File: src/rtl/grfa_pkg.sv
// Package for the grid rectangle first-fit allocator.
// Types, constants and state codes; no dependencies.
`default_nettype none
package grfa_pkg;
  localparam int MAX_COLUMNS = 16;
  localparam int MAX_ROWS = 16;
  localparam int ID_BITS = 8;
  localparam int CELL_TOTAL = MAX_COLUMNS * MAX_ROWS;
  localparam int ADDR_BITS = $clog2(CELL_TOTAL);
  localparam int XB = $clog2(MAX_COLUMNS + 1);
  localparam int YB = $clog2(MAX_ROWS + 1);

  localparam logic [1:0] MODE_ADD = 2'd0;
  localparam logic [1:0] MODE_REMOVE = 2'd1;
  localparam logic [1:0] MODE_LOOKUP = 2'd2;
  localparam logic [1:0] MODE_NONE = 2'd3;
  localparam logic [1:0] ST_OK = 2'd0;
  localparam logic [1:0] ST_FAIL = 2'd1;
  localparam logic [1:0] ST_BADID = 2'd2;
  localparam logic REG_COLS = 1'b0;
  localparam logic REG_ROWS = 1'b1;

  typedef struct packed {
    logic [1:0] mode;
    logic [7:0] item_id;
    logic [4:0] item_width;
    logic [4:0] item_height;
    logic [7:0] cell_index;
  } in_item_t;

  typedef struct packed {
    logic [1:0] status;
    logic [3:0] placed_column;
    logic [3:0] placed_row;
    logic [7:0] cell_owner;
  } out_item_t;

  typedef enum logic [3:0] {
    S_CLEAR, S_IDLE, S_CHK_RD, S_CHK_EV, S_FILL, S_REM_RD, S_REM_EV,
    S_LK_RD, S_LK_EV, S_DONE
  } state_t;
endpackage
`default_nettype wire

File: src/rtl/grid_rectangle_first_fit_allocator.sv
// Top level of the grid rectangle first-fit allocator.
// Dual-port cell memory with a read-evaluate sequencer; uses grfa_pkg.
//
// channel | direction | handshake
// in      | input     | in_valid / in_ready, struct in_item_t
// out     | output    | out_valid / out_ready, struct out_item_t
// cfg     | input     | cfg_we, cfg_index, cfg_data
//
// After reset a clearing pass zeroes every cell of the memory; no transfer in.
// Add: each cell checked is read, then evaluated, over each candidate
// position in turn, then one write per filled cell.
// Remove: a read then an evaluate per entry. Lookup: a read then an evaluate.
// A held result stalls the next request until it is taken.
`default_nettype none
module grid_rectangle_first_fit_allocator (
  input  wire logic clk,
  input  wire logic rst,
  input  wire logic in_valid,
  output logic in_ready,
  input  wire grfa_pkg::in_item_t in_data,
  output logic out_valid,
  input  wire logic out_ready,
  output grfa_pkg::out_item_t out_data,
  input  wire logic cfg_we,
  input  wire logic cfg_index,
  input  wire logic [4:0] cfg_data
);
  localparam int AB = grfa_pkg::ADDR_BITS;
  localparam int XB = grfa_pkg::XB;
  localparam int YB = grfa_pkg::YB;

  logic [grfa_pkg::ID_BITS-1:0] mem [grfa_pkg::CELL_TOTAL];
  logic [grfa_pkg::ID_BITS-1:0] rdata;
  logic [AB-1:0] raddr, waddr;
  logic we;
  logic [grfa_pkg::ID_BITS-1:0] wdata;

  always_ff @(posedge clk) begin
    if (we) mem[waddr] <= wdata;
    rdata <= mem[raddr];
  end

  logic [4:0] col_reg, row_reg;
  grfa_pkg::state_t state, state_next;
  grfa_pkg::in_item_t req;
  logic [XB-1:0] cols, px, ox;
  logic [YB-1:0] rows, py, oy;
  logic [AB:0] cnt;
  logic [XB-1:0] px_next, ox_next;
  logic [YB-1:0] py_next, oy_next;
  logic [AB:0] cnt_next;
  grfa_pkg::out_item_t res, res_next;
  logic [grfa_pkg::ID_BITS-1:0] rid;
  logic [9:0] cell_a;

  always_comb begin
    cols = (col_reg == 5'd0) ? XB'(1) :
           (col_reg > 5'(grfa_pkg::MAX_COLUMNS)) ? XB'(grfa_pkg::MAX_COLUMNS) : XB'(col_reg);
    rows = (row_reg == 5'd0) ? YB'(1) :
           (row_reg > 5'(grfa_pkg::MAX_ROWS)) ? YB'(grfa_pkg::MAX_ROWS) : YB'(row_reg);
  end

  assign rid = req.item_id[grfa_pkg::ID_BITS-1:0];
  assign cell_a = 10'(({5'd0, py} + {5'd0, oy}) * cols) + 10'(px) + 10'(ox);

  always_ff @(posedge clk) begin
    if (rst) begin
      col_reg <= 5'd8;
      row_reg <= 5'd4;
    end else if (cfg_we) begin
      case (cfg_index)
        grfa_pkg::REG_COLS: col_reg <= cfg_data;
        grfa_pkg::REG_ROWS: row_reg <= cfg_data;
        default: ;
      endcase
    end
  end

  always_comb begin
    state_next = state;
    px_next = px; py_next = py; ox_next = ox; oy_next = oy;
    cnt_next = cnt; res_next = res;
    we = 1'b0; waddr = cnt[AB-1:0]; wdata = '0;
    raddr = AB'(cell_a);
    in_ready = 1'b0;
    out_valid = 1'b0;
    case (state)
      grfa_pkg::S_CLEAR: begin
        we = 1'b1;
        cnt_next = cnt + 1'b1;
        if (cnt == (AB+1)'(grfa_pkg::CELL_TOTAL - 1)) state_next = grfa_pkg::S_IDLE;
      end
      grfa_pkg::S_IDLE: begin
        in_ready = 1'b1;
        px_next = '0; py_next = '0; ox_next = '0; oy_next = '0;
        cnt_next = '0;
        res_next = '0;
        res_next.status = grfa_pkg::ST_FAIL;
        if (in_valid) begin
          state_next = grfa_pkg::S_DONE;
          case (in_data.mode)
            grfa_pkg::MODE_ADD:
              if (in_data.item_id[grfa_pkg::ID_BITS-1:0] == '0)
                res_next.status = grfa_pkg::ST_BADID;
              else if (in_data.item_width != 0 && in_data.item_height != 0 &&
                       in_data.item_width <= 5'(cols) && in_data.item_height <= 5'(rows))
                state_next = grfa_pkg::S_CHK_RD;
            grfa_pkg::MODE_REMOVE:
              if (in_data.item_id[grfa_pkg::ID_BITS-1:0] == '0)
                res_next.status = grfa_pkg::ST_BADID;
              else state_next = grfa_pkg::S_REM_RD;
            grfa_pkg::MODE_LOOKUP:
              if (9'(in_data.cell_index) < 9'(cols * rows)) state_next = grfa_pkg::S_LK_RD;
            default: ;
          endcase
        end
      end
      grfa_pkg::S_CHK_RD: state_next = grfa_pkg::S_CHK_EV;
      grfa_pkg::S_CHK_EV: begin
        if (rdata != '0) begin
          ox_next = '0; oy_next = '0;
          if (5'(px) + req.item_width < 5'(cols) + 5'd1 - 5'd1 &&
              5'(px) + 5'd1 + req.item_width <= 5'(cols)) begin
            px_next = px + 1'b1;
            state_next = grfa_pkg::S_CHK_RD;
          end else begin
            px_next = '0;
            if (5'(py) + 5'd1 + req.item_height <= 5'(rows)) begin
              py_next = py + 1'b1;
              state_next = grfa_pkg::S_CHK_RD;
            end else state_next = grfa_pkg::S_DONE;
          end
        end else if (5'(ox) + 5'd1 < req.item_width) begin
          ox_next = ox + 1'b1;
          state_next = grfa_pkg::S_CHK_RD;
        end else if (5'(oy) + 5'd1 < req.item_height) begin
          ox_next = '0; oy_next = oy + 1'b1;
          state_next = grfa_pkg::S_CHK_RD;
        end else begin
          ox_next = '0; oy_next = '0;
          state_next = grfa_pkg::S_FILL;
        end
      end
      grfa_pkg::S_FILL: begin
        we = 1'b1; waddr = AB'(cell_a); wdata = rid;
        if (5'(ox) + 5'd1 < req.item_width) ox_next = ox + 1'b1;
        else if (5'(oy) + 5'd1 < req.item_height) begin
          ox_next = '0; oy_next = oy + 1'b1;
        end else begin
          res_next.status = grfa_pkg::ST_OK;
          res_next.placed_column = 4'(px);
          res_next.placed_row = 4'(py);
          state_next = grfa_pkg::S_DONE;
        end
      end
      grfa_pkg::S_REM_RD: begin
        raddr = cnt[AB-1:0];
        state_next = grfa_pkg::S_REM_EV;
      end
      grfa_pkg::S_REM_EV: begin
        if (rdata == rid) begin
          we = 1'b1;
          res_next.status = grfa_pkg::ST_OK;
        end
        cnt_next = cnt + 1'b1;
        state_next = (cnt == (AB+1)'(grfa_pkg::CELL_TOTAL - 1)) ?
                     grfa_pkg::S_DONE : grfa_pkg::S_REM_RD;
      end
      grfa_pkg::S_LK_RD: begin
        raddr = AB'(req.cell_index);
        state_next = grfa_pkg::S_LK_EV;
      end
      grfa_pkg::S_LK_EV: begin
        res_next.status = grfa_pkg::ST_OK;
        res_next.cell_owner = 8'(rdata);
        state_next = grfa_pkg::S_DONE;
      end
      grfa_pkg::S_DONE: begin
        out_valid = 1'b1;
        if (out_ready) state_next = grfa_pkg::S_IDLE;
      end
      default: state_next = grfa_pkg::S_IDLE;
    endcase
  end

  always_ff @(posedge clk) begin
    if (rst) begin
      state <= grfa_pkg::S_CLEAR;
      cnt <= '0;
    end else begin
      state <= state_next;
      cnt <= cnt_next;
    end
    px <= px_next; py <= py_next; ox <= ox_next; oy <= oy_next;
    res <= res_next;
    if (in_ready && in_valid) req <= in_data;
  end

  assign out_data = res;
endmodule
`default_nettype wire

File: config.mk
export PLATFORM = sky130hd
export DESIGN_NAME = grid_rectangle_first_fit_allocator
export DESIGN_NICKNAME = d
export VERILOG_FILES = /design/src/rtl/grfa_pkg.sv /design/src/rtl/grid_rectangle_first_fit_allocator.sv
export SDC_FILE = /design/constraint.sdc
export NUM_CORES = 2
export LEC_CHECK = 0
export BUFFER_PORTS_ARGS = -buffer_cell sky130_fd_sc_hd__buf_2
export CAP_MARGIN = 10
export CORE_UTILIZATION = 50
export DETAILED_ROUTE_END_ITERATION = 10
export HOLD_SLACK_MARGIN = 0.05
export PLACE_DENSITY = 0.65
export SYNTH_ARGS = -nofsm -noshare
export SYNTH_HDL_FRONTEND = slang
export SYNTH_SLANG_ARGS = --single-unit
File: constraint.sdc
create_clock -name clk -period 7.81 [get_ports clk]
set_input_delay 0.781 -clock clk [delete_from_list [all_inputs] [get_ports clk]]
set_output_delay 0.781 -clock clk [all_outputs]
set_load 0.02 [all_outputs]
==> impl_metrics.toml <==
[yosys]
synth-seq-cells = 2143
synth_xor_area_share_pct = 0.558
synth_top_flop_cell = "sky130_fd_sc_hd__edfxtp_1"
synth_compound_gate_area_share_pct = 8.76
synth-warning-count = 0
synthArstFlopShare_pct = 0
synth.net_count = 6119
syn-mean-instance-area_um2 = 14.7
synth_enable_flop_cells = 2112
synthesis.area_um2 = 87200
ys_types = 82
synthSimpleGateAreaFrac_pct = 9.33
synth-adder-area-share_pct = 2.12
postSynthCellCount = 5950
post_synth_mux_area_share_pct = 3.15
synth-seq-area-share_pct = 73.4
main_combinational_cell_family_by_area_after_synthesis = "simple AND/OR/NAND/NOR gates"

[cts]
cts_max_level = 4
clock_tree_from_tritoncts = "built"
clock_insertion_delay_at_the_later_pin_of_the_skew_report_ns = 0.88
clk_pin_slew_ns = 0.07
cts_buffers = 211
cts.path.max_buffers = 3
cts-root-buf = "sky130_fd_sc_hd__clkbuf_16"
clock_sink_count = 2143

[detailed_routing]
routedWlPerCell_um = 29.9
route.final.wire_length_um = 264000
drt_iter0_markers = 8409
drcViolationCount = 0
vias = 56400
postRouteAntennaNets = 0
post_drt_via_cell_ratio = 6.38
drtPass1Iterations = 8

[power]
peakVddDrop_mv = 0.210
p_per_area_nw_per_um2 = 288
power.leakage_nw = 31.8

[grt]
grt_antenna_before_repair = 9
globalRoute.totalOverflow = 0
grt_start_max_net_pins = 190
number_of_global_route_vias_before_repair = 54100
track_usage_pct = 29.9
grt_pass1_wl_um = 381000

[finish]
commonest_non_fill_non_tap_cells_in_the_layout = "sky130_fd_sc_hd__edfxtp_1, sky130_fd_sc_hd__nand2_1, sky130_fd_sc_hd__buf_4, sky130_fd_sc_hd__nor2_1, sky130_fd_sc_hd__o221ai_1"
area_delta_synth_final_pct = 14.3
largest_register_ff_count = 2048
most_common_library_cell_in_the_layout_ignoring_fill_and_taps = "sky130_fd_sc_hd__edfxtp_1"
finalNetCount = 6519
largest_register = "mem"
final_layout_size_suffix_gt1_share_pct = 14.8
final_cells = 8836

[worst_setup_path]
worst-setup-path-type = "reg2reg"
critPathArrivalTime_ns = 8.38
worstPathBufferInverterCount = 5
critPathCaptureType = "flip-flop"
critical_path.top_delay_family = "adder cells"
critical_path.max_stage_delay_ns = 0.71
path_cells = "ha_1 -> a21o_1 -> a21oi_2 -> xnor2_1 -> nand2_1 -> fa_1 -> inv_1 -> ha_1 -> fa_1 -> inv_1 -> fa_1 -> inv_1 -> ha_1 -> xor2_1 -> mux2_2 -> nor2_4 -> buf_4 -> buf_4 -> o221ai_1 -> a31oi_1 -> nor4_1 -> nor2_1 -> nor4_1 -> nor4_1"
critical_path_peak_fanout = 17
critical_path.slowest_cell = "sky130_fd_sc_hd__nor4_1"
critical_path.startpoint_type = "flip-flop"
worst-endpoint-required_ns = 8.54

[placed_design]
numPortBuffers = 58
gp_congestion = 0.984
placed_cells = 8439
post-dp-hpwl_um = 161000

[timing]
period_needed_ns = 7.65
final_min_period_over_clock_period_pct = 98.0
max_slew.worst_pin.slew_ns = 1.31
slew_violations = 0
timing.max_slew.rel_slack_pct = 12.5
timing_hold_violations_final = 0
finalSetupViolCount = 0
totalNegativeSetupSlack_ns = 0
achievable-frequency_mhz = 131
finClkSkew_ns = 0.0681
grt_setup_unrepaired = "false"

[hold_path]
min_path_type = "in2reg"

[die]
die_y_um = 420
initial_core_util_pct = 50.6
rows = 152
die_w_um = 420
fp.coreArea_um2 = 172000
floorplan_die_area_um2 = 176000
ioPinCount = 59

[job]
timing.max_cap.violations = 0

[status]
result_of_the_run = "finished, final reports clean"
area by class of cell:
type / instances / area (µm²)
Fill cell: 13300 / 72800
Tap cell: 2310 / 2890
Clock inverter: 136 / 1340
Timing Repair Buffer: 566 / 4540
Clock buffer: 251 / 5480
Inverter: 90 / 338
Multi-Input combinational cell: 3338 / 21000
Antenna cell: 2 / 5.00
Sequential cell: 2143 / 64000
metrics by stage:
stage	setup slack (ns)	util, %	hold WS [ns]	power [mW]	cell area (µm²)
2_1_floorplan	1.25	-	0.433	15.8	87200
3_3_place_gp	0.160	53.8	0.444	18.6	92700
3_5_place_dp	0.225	53.8	0.451	18.6	92700
4_1_cts	0.227	57.7	0.0500	28.5	99600
5_1_grt	0.0370	57.8	0.0818	29.3	99700
6_report	0.159	57.8	0.105	28.7	99700
cells in the mapped netlist, types with 102 or more instances:
master	instances	area share (%)
sky130_fd_sc_hd__edfxtp_1	2112	73
sky130_fd_sc_hd__nand2_1	964	4.1
sky130_fd_sc_hd__nor2_1	378	1.6
sky130_fd_sc_hd__o221ai_1	335	3.4
sky130_fd_sc_hd__a21oi_1	227	1.3
sky130_fd_sc_hd__buf_2	196	1.1
sky130_fd_sc_hd__a31oi_1	168	1.2
sky130_fd_sc_hd__and3_1	158	1.1
sky130_fd_sc_hd__mux2i_1	148	1.7
sky130_fd_sc_hd__nand3_1	117	0.67
sky130_fd_sc_hd__clkbuf_1	115	0.49
sky130_fd_sc_hd__o22ai_1	102	0.73
where the power goes:
group | internal, mW | switching, mW | leakage, nW
logic | 1.86 | 4.19 | 12.5
registers | 12.5 | 0.0902 | 16.1
clock network | 5.63 | 4.44 | 3.30
total | 20.0 | 8.72 | 31.8
logic make-up after synthesis:
logic type | Yosys count
compound gates | 1082
mux | 210
xor+xnor | 54
buf+inv | 469
simple gates | 1862
flops | 2143
fa+ha+maj | 130
repair_timing:
item,4_1_cts,5_1_grt
setup endpoints to repair,0,10
setup buffers,0,3
hold buffers,5,0
hold endpoints to repair,5,0
gates resized for setup,0,1
path summary, 6_finish.rpt:
check | start | cells after the start | end | slack (ns)
max | py[1]$_SDFFCE_PN0P_ | 24 | rdata[7]$_DFF_P_ | 0.16
min | in_data[18] | 1 | rid[0]$_DFFE_PP_ | 0.10
max reg2reg | py[1]$_SDFFCE_PN0P_ | 24 | rdata[7]$_DFF_P_ | 0.16
min reg2reg | row_reg[0]$_SDFFE_PP0P_ | 2 | row_reg[0]$_SDFFE_PP0P_ | 0.46
per-layer routing:
metal  global-route usage, %  up-vias  routed length (µm)
li1                        -    23900                   -
met1                    41.8    28400              102000
met2                    45.0     3551              119000
met3                    7.35      571               31000
met4                    12.1        8               11500
met5                       0        -                  47
No activity file was read; power rests on OpenSTA's default activity.
